### config.mk
export PLATFORM = sky130hd
export DESIGN_NAME = slab_page_ram
export DESIGN_NICKNAME = d
export VERILOG_FILES = /design/src/rtl/core/slab_pkg.sv /design/src/rtl/core/slab_page_ram.sv
export SDC_FILE = /design/constraint.sdc
export NUM_CORES = 1
export LEC_CHECK = 0
export BUFFER_PORTS_ARGS = -buffer_cell sky130_fd_sc_hd__buf_2
export CAP_MARGIN = 20
export CORE_MARGIN = 2
export CORE_UTILIZATION = 45
export DETAILED_ROUTE_END_ITERATION = 8
export SYNTH_ARGS = -nofsm -noshare
export SYNTH_HDL_FRONTEND = slang
export SYNTH_SLANG_ARGS = --single-unit
### constraint.sdc
create_clock -name clk -period 5.05 [get_ports clk]
set_input_delay 0.7575 -clock clk [delete_from_list [all_inputs] [get_ports clk]]
set_output_delay 0.7575 -clock clk [all_outputs]
set_load 0.005 [all_outputs]
### src/rtl/core/slab_pkg.sv
package slab_pkg;

  localparam int NUM_PAGES    = 64;
  localparam int PAGE_BYTES   = 4096;
  localparam int HEADER_BYTES = 16;
  localparam int NUM_CLASSES  = 9;
  localparam int MIN_SIZE     = 8;
  localparam int MAX_SIZE     = 1 << (NUM_CLASSES - 1);

  localparam int ADDR_W   = 48;
  localparam int PAGE_W   = 7;                   // page number incl. empty mark
  localparam int PIDX_W   = 6;                   // page ram index
  localparam int OFF_W    = 12;                  // byte offset within a page
  localparam int SLOT_W   = 9;                   // slot index within a page
  localparam int LINK_W   = 10;                  // slot link incl. end mark
  localparam int CLS_W    = 4;
  localparam int SIDX_W   = PIDX_W + SLOT_W;     // slot ram index

  localparam logic [PAGE_W-1:0] NO_PAGE = PAGE_W'(NUM_PAGES);
  localparam logic [LINK_W-1:0] NO_SLOT = '1;

  localparam logic [2:0] ST_OK       = 3'd0;
  localparam logic [2:0] ST_BAD_SIZE = 3'd1;
  localparam logic [2:0] ST_NO_PAGES = 3'd2;
  localparam logic [2:0] ST_BAD_PTR  = 3'd3;
  localparam logic [2:0] ST_NOT_FND  = 3'd4;

  localparam logic CMD_ALLOC = 1'b0;
  localparam logic CMD_FREE  = 1'b1;

  localparam logic REG_POOL_BASE  = 1'b0;
  localparam logic REG_POOL_PAGES = 1'b1;

  typedef struct packed {
    logic [PAGE_W-1:0] next;
    logic [CLS_W-1:0]  cls;
    logic [LINK_W-1:0] slot_head;
  } page_word_t;

  typedef struct packed {
    logic              wen;
    logic [PIDX_W-1:0] waddr;
    page_word_t        wdata;
    logic [PIDX_W-1:0] raddr;
  } page_req_t;

  typedef struct packed {
    logic              wen;
    logic [SIDX_W-1:0] waddr;
    logic [LINK_W-1:0] wdata;
    logic [SIDX_W-1:0] raddr;
  } slot_req_t;

  typedef enum logic [3:0] {
    S_IDLE, S_DECODE, S_DRAW, S_PAGE_RD, S_PAGE_WAIT, S_SLOT_WAIT,
    S_FREE_PAGE, S_WALK_RD, S_WALK_CHK, S_WALK_FIX, S_COMMIT, S_DONE
  } state_t;

  // ceil(log2(size)) for size in range: bit length of size-1
  function automatic logic [CLS_W-1:0] class_of(input logic [9:0] size);
    logic [9:0]       sm1;
    logic [CLS_W-1:0] c;
    sm1 = size - 10'd1;
    c = '0;
    for (int b = 0; b < 10; b++) begin
      if (sm1[b]) c = CLS_W'(b + 1);
    end
    return c;
  endfunction

  function automatic logic [SLOT_W-1:0] slots_of(input logic [CLS_W-1:0] cls);
    logic [OFF_W-1:0] n;
    n = OFF_W'(PAGE_BYTES - HEADER_BYTES) >> cls;
    return n[SLOT_W-1:0];
  endfunction

endpackage

### src/rtl/core/slab_page_ram.sv
module slab_page_ram import slab_pkg::*; (
  input  logic       clk,
  input  page_req_t  req,
  output page_word_t rdata
);

  page_word_t mem [NUM_PAGES];

  // one write and one registered read per cycle
  always_ff @(posedge clk) begin
    if (req.wen) mem[req.waddr] <= req.wdata;
    rdata <= mem[req.raddr];
  end

endmodule

==> run_results.csv <==
group,metric,value,unit
detailed_routing,vias_per_cell,6.003,
sta,fmax,307.3,MHz
sta,drv_slew,0,
finish,final_cells,4007,
cts,cts_made_buffers,140,
place,place_ws,1.122,ns
synth,syn_nets,2225,
global_route,grt_max_degree,66,
hold_path,hold_class,"primary input to flop",
finish,nFillCells,8835,
synth,ys_seq_area_share,78.85,%
finish,drive_gt1_share,31.11,%
global_route,grt_pass1_vias,24422,
place,gp_congestion,0.8159,
global_route,grt-ovfl-total,0,
synth,synth_top_flop_cell,"edfxtp_1",
worst_setup_path,cp_common_cell,"mux4_2",
worst_setup_path,arrival,3.82,ns
floorplan,fp.dieW,343.0,um
global_route,grt_util_all_layers,21.75,%
worst_setup_path,critPathMaxStageDelay,0.64,ns
power_and_ir_drop,pwr-share-clk,42.1,%
global_route,grt_first_pass_wirelength,180400,um
power_and_ir_drop,vdd_drop_max,0.3883,mV
finish,syn_to_final_growth,13.95,%
sta,max_slew_margin,30.08,%
worst_setup_path,worstSetupStartpoint,"req[0]",
worst_setup_path,crit_type,"primary input to flop",
floorplan,ioPinCount,56,
power_and_ir_drop,seqPwrFrac,53.1,%
detailed_routing,drtAntennaViolNets,0,
cts,root_buffer,"clkbuf_16",
cts,clockBufferDepth,3,
synth,synth_top_area_cell,"edfxtp_1",
place,placed_cell_area,0.05448,mm2
worst_setup_path,slowest_stage,"o21ai_0",
power_and_ir_drop,p_comb_share,4.8,%
worst_setup_path,end_kind,"flop",
sta,worstMarginPinSlew,1.046,ns
synth,synth_area,0.05172,mm2
sta,fin_hold_ws,0.4627,ns
outcome,status,"finished, final reports clean",
worst_setup_path,path_max_fanout,59,
cts,clk_pin_slew_worst_paths,0.06,ns
cts,cts_tree,"yes",
cts,cts.sinks,1365,
finish,regArea,0.04078,mm2
sta,clock-skew-final,0.03474,ns
detailed_routing,dr.pass1.iters,5,
worst_setup_path,timing.rr.start,"mem[51][10]$_DFFE_PP_",
synth,syn_inst,2190,
sta,min_period,3.254,ns
sta,tns,0,ns
cts,cts_hold_buffers,0,
power_and_ir_drop,internal_power,18.76,mW
place,dp_cells,3748,
finish,design_area,0.05893,mm2
hold_path,hp-start,"req[9]",
power_and_ir_drop,p_leak,18.28,nW
worst_setup_path,crit_chain,"buf_8 -> buf_12 -> mux4_2 -> mux4_2 -> o21ai_0 -> o31ai_1",
worst_setup_path,startpoint_type,"primary input",
sta,finalWorstSetupSlack,1.796,ns
synth,syn_area_per_cell,23.62,um2
cts,clock_latency,0.75,ns
detailed_routing,post-route-drc-count,0,
floorplan,core-area,0.1142,mm2
synth,ys_ff_latch,1365,
cts,cts_resized,0,
worst_setup_path,worstPathRequired,5.61,ns
place,hpwl,72370,um
synth,async_flop_share,0,%
global_route,antenna_found_initial,14,
cts,postCtsSetupBuffers,0,
power_and_ir_drop,switching_share,20.89,%
floorplan,initial_core_util,45.29,%
detailed_routing,wl_per_cell,31.41,um
sta,hold_viol_final,0,
job,cap_violations,0,
synth,synth_top_area_share,78.04,%
sta,fin_crit_sh,64.43,%
detailed_routing,vias,24055,
finish,multi_input_comb_area,0.01056,mm2
detailed_routing,drtIter0Drc,3101,
synth,yosysUniqueCellTypes,35,
synth,synth_area_leaders,"edfxtp_1, mux4_2, mux2i_1",
power_and_ir_drop,switchingPower,4.954,mW
synth,ys_warn_count,0,
place,port_buffers,55,
detailed_routing,wl,125800,um
finish,fin_nets,2415,
synth,synth_edf_count,1344,
cts,htreeDepth,4,
floorplan,die_area,0.1177,mm2
floorplan,die_y,343.0,um
power_and_ir_drop,pwr_density_cell,402.4,mW/mm2
sta,rsz0062_at_grt,"no",
sta,setup_viol,0,
floorplan,rows,124,
## stage by stage
stage | power (mW) | util [%]
final | 23.71 | 51.61
after global routing | 24.39 | 51.60
after CTS | 23.88 | 51.56
after detailed placement | 13.98 | 47.71
after global placement | 13.96 | 47.71
after floorplan | 13.40 | -
## routing by layer
| layer | part of all wire (%) | vias to the layer above | track usage (%) |
|---|---|---|---|
| met5 | 0.017 | - | 0 |
| li1 | - | 9822 | - |
| met2 | 50 | 1022 | 35.70 |
| met1 | 40 | 13029 | 30.30 |
| met4 | 2.3 | 4 | 5.804 |
| met3 | 7.3 | 178 | 3.945 |
## cells in the final DEF (no fill, tap or decap), types with 18 or more instances in the layout
cell	Yosys	final
buf_2	24	51
buf_4	28	100
clkbuf_1	53	41
clkbuf_16	0	145
clkinv_1	0	32
dfxtp_1	21	21
edfxtp_1	1344	1344
mux2i_1	51	51
mux4_2	356	356
nor2_2	0	48
nor2b_1	25	25
o21ai_0	21	21
o221ai_1	34	34
o22ai_1	18	18
o31ai_1	20	20
## registers in the layout, indices dropped and copies added (netlist names)
name,cells
mem,1344
rdata,21
## Yosys cell counts, drive strengths merged, types with 2 or more instances
library cell / n
edfxtp: 1344
mux4: 356
nor2: 73
buf: 65
clkbuf: 53
mux2i: 51
o221ai: 34
nor2b: 25
o21ai: 23
dfxtp: 21
o31ai: 20
o22ai: 18
a22oi: 16
nand2: 16
a211oi: 14
a21oi: 14
nand3: 9
mux2: 6
nand2b: 6
nand3b: 6
or4: 6
nand4: 3
nor3: 3
and2: 2
## power groups by stage
stage | Combinational [mW] | Sequential (mW) | Clock (mW)
floorplan | 0.602 | 12.8 | 0
CTS | 1.16 | 12.6 | 10.1
global route | 1.21 | 12.6 | 10.6
global placement | 1.13 | 12.8 | 0
detailed placement | 1.16 | 12.8 | 0
finish | 1.14 | 12.6 | 9.99
## cell families (layout without fill, tap and decap cells)
kind of cell / Yosys count / in the layout / synth area share (%)
muxes: 413 / 413 / 16.62
other: 0 / 4 / 0
DFF: 1365 / 1365 / 78.85
and+or+nand+nor: 155 / 155 / 1.461
buffers and inverters: 118 / 419 / 1.190
AOI/OAI and AO/OA: 139 / 139 / 1.877
## path summary, 6_finish.rpt
kind,to,slack (ns),cells after the start
worst min-delay path,mem[14][3]$_DFFE_PP_,0.46,1
worst max-delay path,rdata[10]$_DFF_P_,1.80,6
worst min register to register,rdata[1]$_DFF_P_,0.81,3
worst max register to register,rdata[10]$_DFF_P_,2.65,4
## worst max-delay path: cells and delay by family
| family | cells | cell delay [ns] |
|---|---|---|
| buffers and inverters | 2 | 0.94 |
| AOI/OAI and AO/OA | 2 | 0.80 |
| muxes | 2 | 1.14 |
## cell type report
class,instances,area share (%)
clock buffer,191,6.535
timing repair buffer,166,2.185
tap,1512,3.210
sequential,1365,69.20
clock inverter,62,0.9406
antenna,4,0.01699
multi-input combinational,707,17.92
No activity file was read; power rests on OpenSTA's default activity.
