==> config.mk <==
export PLATFORM = sky130hd
export DESIGN_NAME = slab_ctrl
export DESIGN_NICKNAME = d
export VERILOG_FILES = /design/src/rtl/core/slab_pkg.sv /design/src/rtl/core/slab_ctrl.sv
export SDC_FILE = /design/constraint.sdc
export NUM_CORES = 1
export LEC_CHECK = 0
export ABC_AREA = 0
export BUFFER_PORTS_ARGS = -buffer_cell sky130_fd_sc_hd__buf_2
export CAP_MARGIN = 15
export CORE_MARGIN = 1.5
export CORE_UTILIZATION = 40
export CTS_CLUSTER_SIZE = 30
export DETAILED_ROUTE_END_ITERATION = 10
export MAX_ROUTING_LAYER = met4
export SKIP_CTS_REPAIR_TIMING = 1
export SYNTH_ARGS = -nofsm -noshare
export SYNTH_HDL_FRONTEND = slang
export SYNTH_SLANG_ARGS = --single-unit
==> constraint.sdc <==
create_clock -name clk -period 19.5 [get_ports clk]
set_input_delay 3.9 -clock clk [delete_from_list [all_inputs] [get_ports clk]]
set_output_delay 3.9 -clock clk [all_outputs]
set_load 0.05 [all_outputs]
==> src/rtl/core/slab_pkg.sv <==
package slab_pkg;

  localparam int NUM_PAGES    = 64;
  localparam int PAGE_BYTES   = 4096;
  localparam int HEADER_BYTES = 16;
  localparam int NUM_CLASSES  = 9;
  localparam int MIN_SIZE     = 8;
  localparam int MAX_SIZE     = 1 << (NUM_CLASSES - 1);

  localparam int ADDR_W   = 48;
  localparam int PAGE_W   = 7;                   // page number incl. empty mark
  localparam int PIDX_W   = 6;                   // page ram index
  localparam int OFF_W    = 12;                  // byte offset within a page
  localparam int SLOT_W   = 9;                   // slot index within a page
  localparam int LINK_W   = 10;                  // slot link incl. end mark
  localparam int CLS_W    = 4;
  localparam int SIDX_W   = PIDX_W + SLOT_W;     // slot ram index

  localparam logic [PAGE_W-1:0] NO_PAGE = PAGE_W'(NUM_PAGES);
  localparam logic [LINK_W-1:0] NO_SLOT = '1;

  localparam logic [2:0] ST_OK       = 3'd0;
  localparam logic [2:0] ST_BAD_SIZE = 3'd1;
  localparam logic [2:0] ST_NO_PAGES = 3'd2;
  localparam logic [2:0] ST_BAD_PTR  = 3'd3;
  localparam logic [2:0] ST_NOT_FND  = 3'd4;

  localparam logic CMD_ALLOC = 1'b0;
  localparam logic CMD_FREE  = 1'b1;

  localparam logic REG_POOL_BASE  = 1'b0;
  localparam logic REG_POOL_PAGES = 1'b1;

  typedef struct packed {
    logic [PAGE_W-1:0] next;
    logic [CLS_W-1:0]  cls;
    logic [LINK_W-1:0] slot_head;
  } page_word_t;

  typedef struct packed {
    logic              wen;
    logic [PIDX_W-1:0] waddr;
    page_word_t        wdata;
    logic [PIDX_W-1:0] raddr;
  } page_req_t;

  typedef struct packed {
    logic              wen;
    logic [SIDX_W-1:0] waddr;
    logic [LINK_W-1:0] wdata;
    logic [SIDX_W-1:0] raddr;
  } slot_req_t;

  typedef enum logic [3:0] {
    S_IDLE, S_DECODE, S_DRAW, S_PAGE_RD, S_PAGE_WAIT, S_SLOT_WAIT,
    S_FREE_PAGE, S_WALK_RD, S_WALK_CHK, S_WALK_FIX, S_COMMIT, S_DONE
  } state_t;

  // ceil(log2(size)) for size in range: bit length of size-1
  function automatic logic [CLS_W-1:0] class_of(input logic [9:0] size);
    logic [9:0]       sm1;
    logic [CLS_W-1:0] c;
    sm1 = size - 10'd1;
    c = '0;
    for (int b = 0; b < 10; b++) begin
      if (sm1[b]) c = CLS_W'(b + 1);
    end
    return c;
  endfunction

  function automatic logic [SLOT_W-1:0] slots_of(input logic [CLS_W-1:0] cls);
    logic [OFF_W-1:0] n;
    n = OFF_W'(PAGE_BYTES - HEADER_BYTES) >> cls;
    return n[SLOT_W-1:0];
  endfunction

endpackage

==> src/rtl/core/slab_ctrl.sv <==
module slab_ctrl import slab_pkg::*; (
  input  logic              clk,
  input  logic              rst,
  input  logic [ADDR_W-1:0] pool_base,
  input  logic [PAGE_W-1:0] pool_pages,
  input  logic              in_valid,
  output logic              in_ready,
  input  logic              command,
  input  logic [9:0]        size,
  input  logic [ADDR_W-1:0] address,
  output logic              out_valid,
  input  logic              out_ready,
  output logic [ADDR_W-1:0] object_address,
  output logic [2:0]        status,
  output page_req_t         page_req,
  input  page_word_t        page_rdata,
  output slot_req_t         slot_req,
  input  logic [LINK_W-1:0] slot_rdata
);

  state_t state, state_next;

  logic              cmd;
  logic [9:0]        size_r;
  logic [ADDR_W-1:0] addr_r;
  logic [CLS_W-1:0]  cls;
  logic [PAGE_W-1:0] pg;
  logic [PAGE_W-1:0] cur;
  logic [PAGE_W-1:0] steps;
  logic [SLOT_W-1:0] slot;
  logic [OFF_W-1:0]  page_off;
  logic [SLOT_W-1:0] cnt;
  logic              eager;
  logic              full;
  page_word_t        pword;
  page_word_t        cword;
  logic [ADDR_W-1:0] res_addr;
  logic [2:0]        res_status;
  logic [PAGE_W-1:0] nfp;
  logic [PAGE_W-1:0] free_head [NUM_CLASSES];
  logic [PAGE_W-1:0] full_head [NUM_CLASSES];

  // decode-stage terms
  logic [PAGE_W-1:0] avail;
  logic              fresh_ok;
  logic              size_bad;
  logic [CLS_W-1:0]  dec_cls;
  logic [ADDR_W-1:0] off;
  logic              ptr_bad;

  assign avail    = (pool_pages > NO_PAGE) ? NO_PAGE : pool_pages;
  assign fresh_ok = nfp < avail;
  assign size_bad = (size_r < 10'(MIN_SIZE)) || (size_r > 10'(MAX_SIZE));
  assign dec_cls  = class_of(size_r);
  assign off      = addr_r - pool_base;
  assign ptr_bad  = (off[ADDR_W-1:OFF_W] >= (ADDR_W-OFF_W)'(nfp)) ||
                    (off[OFF_W-1:0] < OFF_W'(HEADER_BYTES));

  // free-page checks on the page word just read
  logic [OFF_W-1:0] fd;
  logic [OFF_W-1:0] fmask;
  logic [OFF_W-1:0] fslot;
  logic             free_bad;

  assign fd       = page_off - OFF_W'(HEADER_BYTES);
  assign fmask    = (OFF_W'(1) << page_rdata.cls) - OFF_W'(1);
  assign fslot    = fd >> page_rdata.cls;
  assign free_bad = ((fd & fmask) != '0) ||
                    (fslot >= OFF_W'(slots_of(page_rdata.cls)));

  // allocation result terms
  logic [SLOT_W-1:0] draw_last;
  logic [OFF_W-1:0]  obj_off;
  logic              page_fills;

  assign draw_last  = slots_of(cls) - SLOT_W'(1);
  assign obj_off    = OFF_W'(HEADER_BYTES) + OFF_W'({8'd0, slot} << cls);
  assign page_fills = slot_rdata == NO_SLOT;

  assign in_ready = state == S_IDLE;

  // next state
  always_comb begin
    state_next = state;
    case (state)
      S_IDLE:      if (in_valid) state_next = S_DECODE;
      S_DECODE: begin
        if (cmd == CMD_ALLOC) begin
          if (size_bad) state_next = S_DONE;
          else if (free_head[dec_cls] != NO_PAGE) state_next = S_PAGE_RD;
          else if (fresh_ok) state_next = S_DRAW;
          else state_next = S_DONE;
        end else begin
          state_next = ptr_bad ? S_DONE : S_FREE_PAGE;
        end
      end
      S_DRAW:      if (cnt == draw_last) state_next = eager ? S_DONE : S_PAGE_RD;
      S_PAGE_RD:   state_next = S_PAGE_WAIT;
      S_PAGE_WAIT: state_next = S_SLOT_WAIT;
      S_SLOT_WAIT: begin
        if (page_fills && pword.next == NO_PAGE && fresh_ok) state_next = S_DRAW;
        else state_next = S_DONE;
      end
      S_FREE_PAGE: begin
        if (free_bad) state_next = S_DONE;
        else if (page_rdata.slot_head != NO_SLOT) state_next = S_COMMIT;
        else if (full_head[page_rdata.cls] == pg) state_next = S_COMMIT;
        else state_next = S_WALK_RD;
      end
      S_WALK_RD:   state_next = (cur == NO_PAGE) ? S_DONE : S_WALK_CHK;
      S_WALK_CHK: begin
        if (page_rdata.next == pg) state_next = S_WALK_FIX;
        else if (steps == PAGE_W'(NUM_PAGES)) state_next = S_DONE;
        else state_next = S_WALK_RD;
      end
      S_WALK_FIX:  state_next = S_COMMIT;
      S_COMMIT:    state_next = S_DONE;
      S_DONE:      if (!out_valid || out_ready) state_next = S_IDLE;
      default:     state_next = S_IDLE;
    endcase
  end

  // memory requests
  always_comb begin
    page_req = '0;
    slot_req = '0;
    case (state)
      S_DECODE:    page_req.raddr = off[OFF_W+PIDX_W-1:OFF_W];
      S_DRAW: begin
        page_req.wen   = cnt == '0;
        page_req.waddr = pg[PIDX_W-1:0];
        page_req.wdata = '{next: NO_PAGE, cls: cls, slot_head: '0};
        slot_req.wen   = 1'b1;
        slot_req.waddr = {pg[PIDX_W-1:0], cnt};
        slot_req.wdata = (cnt == draw_last) ? NO_SLOT : LINK_W'(cnt + SLOT_W'(1));
      end
      S_PAGE_RD:   page_req.raddr = pg[PIDX_W-1:0];
      S_PAGE_WAIT: slot_req.raddr = {pg[PIDX_W-1:0], page_rdata.slot_head[SLOT_W-1:0]};
      S_SLOT_WAIT: begin
        page_req.wen   = 1'b1;
        page_req.waddr = pg[PIDX_W-1:0];
        page_req.wdata = '{next: page_fills ? full_head[cls] : pword.next,
                           cls: cls, slot_head: slot_rdata};
      end
      S_WALK_RD:   page_req.raddr = cur[PIDX_W-1:0];
      S_WALK_FIX: begin
        page_req.wen   = 1'b1;
        page_req.waddr = cur[PIDX_W-1:0];
        page_req.wdata = '{next: pword.next, cls: cword.cls, slot_head: cword.slot_head};
      end
      S_COMMIT: begin
        page_req.wen   = 1'b1;
        page_req.waddr = pg[PIDX_W-1:0];
        page_req.wdata = '{next: full ? free_head[cls] : pword.next,
                           cls: pword.cls, slot_head: LINK_W'(slot)};
        slot_req.wen   = 1'b1;
        slot_req.waddr = {pg[PIDX_W-1:0], slot};
        slot_req.wdata = pword.slot_head;
      end
      default: ;
    endcase
  end

  // control state
  always_ff @(posedge clk) begin
    if (rst) begin
      state     <= S_IDLE;
      out_valid <= 1'b0;
      nfp       <= '0;
      for (int c = 0; c < NUM_CLASSES; c++) begin
        free_head[c] <= NO_PAGE;
        full_head[c] <= NO_PAGE;
      end
    end else begin
      state <= state_next;
      if (state == S_DONE && (!out_valid || out_ready)) out_valid <= 1'b1;
      else if (out_ready) out_valid <= 1'b0;
      case (state)
        S_DECODE: begin
          if (cmd == CMD_ALLOC && !size_bad && free_head[dec_cls] == NO_PAGE && fresh_ok)
            nfp <= nfp + PAGE_W'(1);
        end
        S_DRAW: if (cnt == draw_last) free_head[cls] <= pg;
        S_SLOT_WAIT: begin
          if (page_fills) begin
            free_head[cls] <= pword.next;
            full_head[cls] <= pg;
            if (pword.next == NO_PAGE && fresh_ok) nfp <= nfp + PAGE_W'(1);
          end
        end
        S_FREE_PAGE: begin
          if (!free_bad && page_rdata.slot_head == NO_SLOT &&
              full_head[page_rdata.cls] == pg)
            full_head[page_rdata.cls] <= page_rdata.next;
        end
        S_COMMIT: if (full) free_head[cls] <= pg;
        default: ;
      endcase
    end
  end

  // datapath
  always_ff @(posedge clk) begin
    case (state)
      S_IDLE: begin
        cmd    <= command;
        size_r <= size;
        addr_r <= address;
      end
      S_DECODE: begin
        cnt    <= '0;
        eager  <= 1'b0;
        res_addr <= '0;
        if (cmd == CMD_ALLOC) begin
          cls <= dec_cls;
          pg  <= (free_head[dec_cls] != NO_PAGE) ? free_head[dec_cls] : nfp;
          if (size_bad) res_status <= ST_BAD_SIZE;
          else if (free_head[dec_cls] == NO_PAGE && !fresh_ok) res_status <= ST_NO_PAGES;
          else res_status <= ST_OK;
        end else begin
          pg         <= {1'b0, off[OFF_W+PIDX_W-1:OFF_W]};
          page_off   <= off[OFF_W-1:0];
          res_status <= ptr_bad ? ST_BAD_PTR : ST_OK;
        end
      end
      S_DRAW:      cnt <= cnt + SLOT_W'(1);
      S_PAGE_WAIT: begin
        pword <= page_rdata;
        slot  <= page_rdata.slot_head[SLOT_W-1:0];
      end
      S_SLOT_WAIT: begin
        res_addr <= pool_base + {29'd0, pg, obj_off};
        if (page_fills && pword.next == NO_PAGE && fresh_ok) begin
          pg    <= nfp;
          cnt   <= '0;
          eager <= 1'b1;
        end
      end
      S_FREE_PAGE: begin
        pword <= page_rdata;
        cls   <= page_rdata.cls;
        slot  <= fslot[SLOT_W-1:0];
        full  <= page_rdata.slot_head == NO_SLOT;
        cur   <= full_head[page_rdata.cls];
        steps <= '0;
        if (free_bad) res_status <= ST_BAD_PTR;
      end
      S_WALK_RD:   if (cur == NO_PAGE) res_status <= ST_NOT_FND;
      S_WALK_CHK: begin
        // keep the predecessor in cur once the page is found
        cword <= page_rdata;
        if (page_rdata.next != pg) cur <= page_rdata.next;
        steps <= steps + PAGE_W'(1);
        if (page_rdata.next != pg && steps == PAGE_W'(NUM_PAGES)) res_status <= ST_NOT_FND;
      end
      S_DONE: begin
        if (!out_valid || out_ready) begin
          object_address <= res_addr;
          status         <= res_status;
        end
      end
      default: ;
    endcase
  end

endmodule

==> out/metrics.cfg <==
[final_layout]
area_delta_synth_final_pct=14.40
fin_nets=3167
drive_gt1_share_pct=19.55
final_cell_count_no_fill=3916

[route]
first_pass_iters=6
vias=24200
via_per_inst=6.180
wl_per_cell_microns=25.78
drc=0
drt_wl_total_mm=101.0
detail-route-antenna-nets=0
drt_iter0_markers=2972

[yosys]
syn_avg_cell_area_sq_um=11.08
synth_area_leaders=edfxtp_1 (48%), mux4_2 (8.0%), ha_1 (4.5%)
ys_async_sr_fraction_pct=0
ys_top_cells_by_count=edfxtp_1 (477), nor2_1 (250), nand2_1 (228)
yosysMostFrequentCell=edfxtp_1
synthCells=2686
synth_enable_flop_cells=477
synth.distinct_cells=99
synth_nets=2943
synth_area_sq_um=29750
ys_seq_elements=493
yosys_warnings=0
ys_seq_area_share_pct=49.22
yosys.area.top_type=edfxtp_1
netlist.area_leader.share_pct=48.14
ys.flop_type=edfxtp_1

[grt]
grt_pass1_wl_mm=148.9
grt_max_degree=54
grtUsageTotal_pct=26.86
grt_antenna_before_repair=4
grt-ovfl-total=0
grt_pass1_vias=23460

[worst_setup_path]
cp.required_ns=15.60
crit_path_start_kind=input pin
cpMaxStageDelayCell=a222oi_1
criticalPathCategory=input pin to output port
path_cells=buf_2, inv_1, ha_1, and3_1, and4_1, o21ai_0, or3b_2, a21oi_1, xnor2_1, a222oi_1, inv_1, buf_2
worstPathArrival_ns=7.15
slowest_delay_ns=0.86
end_kind=output port
crit_path_max_fanout=7

[die]
fp-row-count=99
die_area_sq_um=76030
ios=277
die_h_microns=275.7
core-area_sq_um=73330
start_util_pct=40.57
fp.dieW_microns=275.7

[clocking]
cts-root-buf=clkbuf_16
cts.sinks=493
clock_latency_ns=0.68
clk_path_buf_depth=3
tritoncts=built
clkTransAtPathRegs_ns=0.06
cts_made_buffers=55
htreeDepth=2

[sta]
setup_tns_ns=0
worst_pin_slew_ns=1.169
slew_headroom_pct=22.01
finalHoldViolations=0
min_period_over_period_pct=56.66
skew_ns=0.06390
setup_viol_count_final=0
fmax_mhz=90.50
maxSlewViolCount=0
rsz0062_at_grt=no
period_needed_ns=11.05

[placement]
gp_congestion=1.001
io_buffers=276
hpwlAfterDp_mm=74.88
placedCellCount=3810

[power]
powerDensity_nw_per_um2=152.5
p_leak_nw=12.80
vdd_drop_max_mv=0.08528

[outcome]
outcome=completed

[run]
maxCapViolations=0

[hold_path]
worstHoldPathType=flop to flop

[flip-flops by register name, indices dropped and copies added (netlist names), 9 cells and up, named ones only]
name	count
object_address	48
slot	9
cword	14
res_addr	48
addr_r	48
size_r	10
page_off	12
pword	21
cnt	9
free_head	112
full_head	112
[where the power goes]
group | switching (mW) | total, mW | internal (mW)
sequential | 0.196 | 1.66 | 1.46
combinational | 1.60 | 2.43 | 0.825
clock | 0.452 | 1.10 | 0.651
[stage by stage]
step / util, % / worst slack [ns] / hold WS, ns / instance area, sq um / power [mW]
floorplan: - / 7.957 / 0.4003 / 29750 / 3.272
global placement: 43.75 / 8.602 / 0.4007 / 32080 / 4.016
detailed placement: 43.75 / 8.578 / 0.4045 / 32080 / 4.040
CTS: 46.38 / 8.559 / 0.4184 / 34010 / 5.161
global route: 46.42 / 8.292 / 0.4208 / 34040 / 5.434
finish: 46.42 / 8.451 / 0.4160 / 34040 / 5.191
[routing by layer]
layer / vias to the layer above / routed length, microns / GRT usage (%)
met2: 1323 / 47540 / 42.61
li1: 10680 / - / -
met1: 11980 / 40740 / 35.15
met5: - / 0 / -
met4: 0 / 3522 / 8.510
met3: 217 / 9157 / 4.472
[cell type report]
cell class	count	area, sq um
Timing Repair Buffer	323	1742
Sequential cell	493	14650
Clock inverter	31	430.4
Inverter	148	555.5
Antenna cell	1	2.502
Clock buffer	72	1500
Multi-Input combinational cell	1889	13960
Fill cell	6791	39290
Tap cell	959	1200
[cells by family (layout without fill, tap and decap cells)]
| family | after synthesis | after routing | share of synthesized area, % |
|---|---|---|---|
| mux | 178 | 178 | 10.55 |
| buf+inv | 304 | 574 | 3.949 |
| flops | 493 | 493 | 49.22 |
| fa+ha+maj | 108 | 108 | 4.592 |
| compound gates | 632 | 632 | 14.32 |
| simple gates | 856 | 856 | 13.96 |
| xor+xnor | 115 | 115 | 3.411 |
| other cells | 0 | 1 | 0 |
[worst paths after layout]
check	startpoint	end	depth (start not counted)	slack, ns
worst max register to register	page_off[4]	full_head[12][6]	18	12.85
worst max-delay path	pool_base[7]	page_req[4]	12	8.45
worst min-delay path	res_addr[44]	object_address[44]	0	0.42
worst min register to register	res_addr[44]	object_address[44]	0	0.42
[critical path, delay by kind of cell]
| family | cells | cell delay, ns |
|---|---|---|
| and+or+nand+nor | 3 | 1.01 |
| buffers and inverters | 4 | 0.49 |
| xor gates and xnor gates | 1 | 0.19 |
| AOI/OAI and AO/OA | 3 | 1.18 |
| adders and majority gates | 1 | 0.38 |
[placed cells by master, fill, tap and decap left out, drive strengths merged, types with 72 or more instances in the layout]
cell / instances
xnor2: 77
buf: 323
clkbuf: 72
nand2: 228
edfxtp: 477
a21oi: 178
mux4: 106
o21ai: 127
inv: 146
nor2: 250
ha: 106
Power figures use the tool's default switching activity.
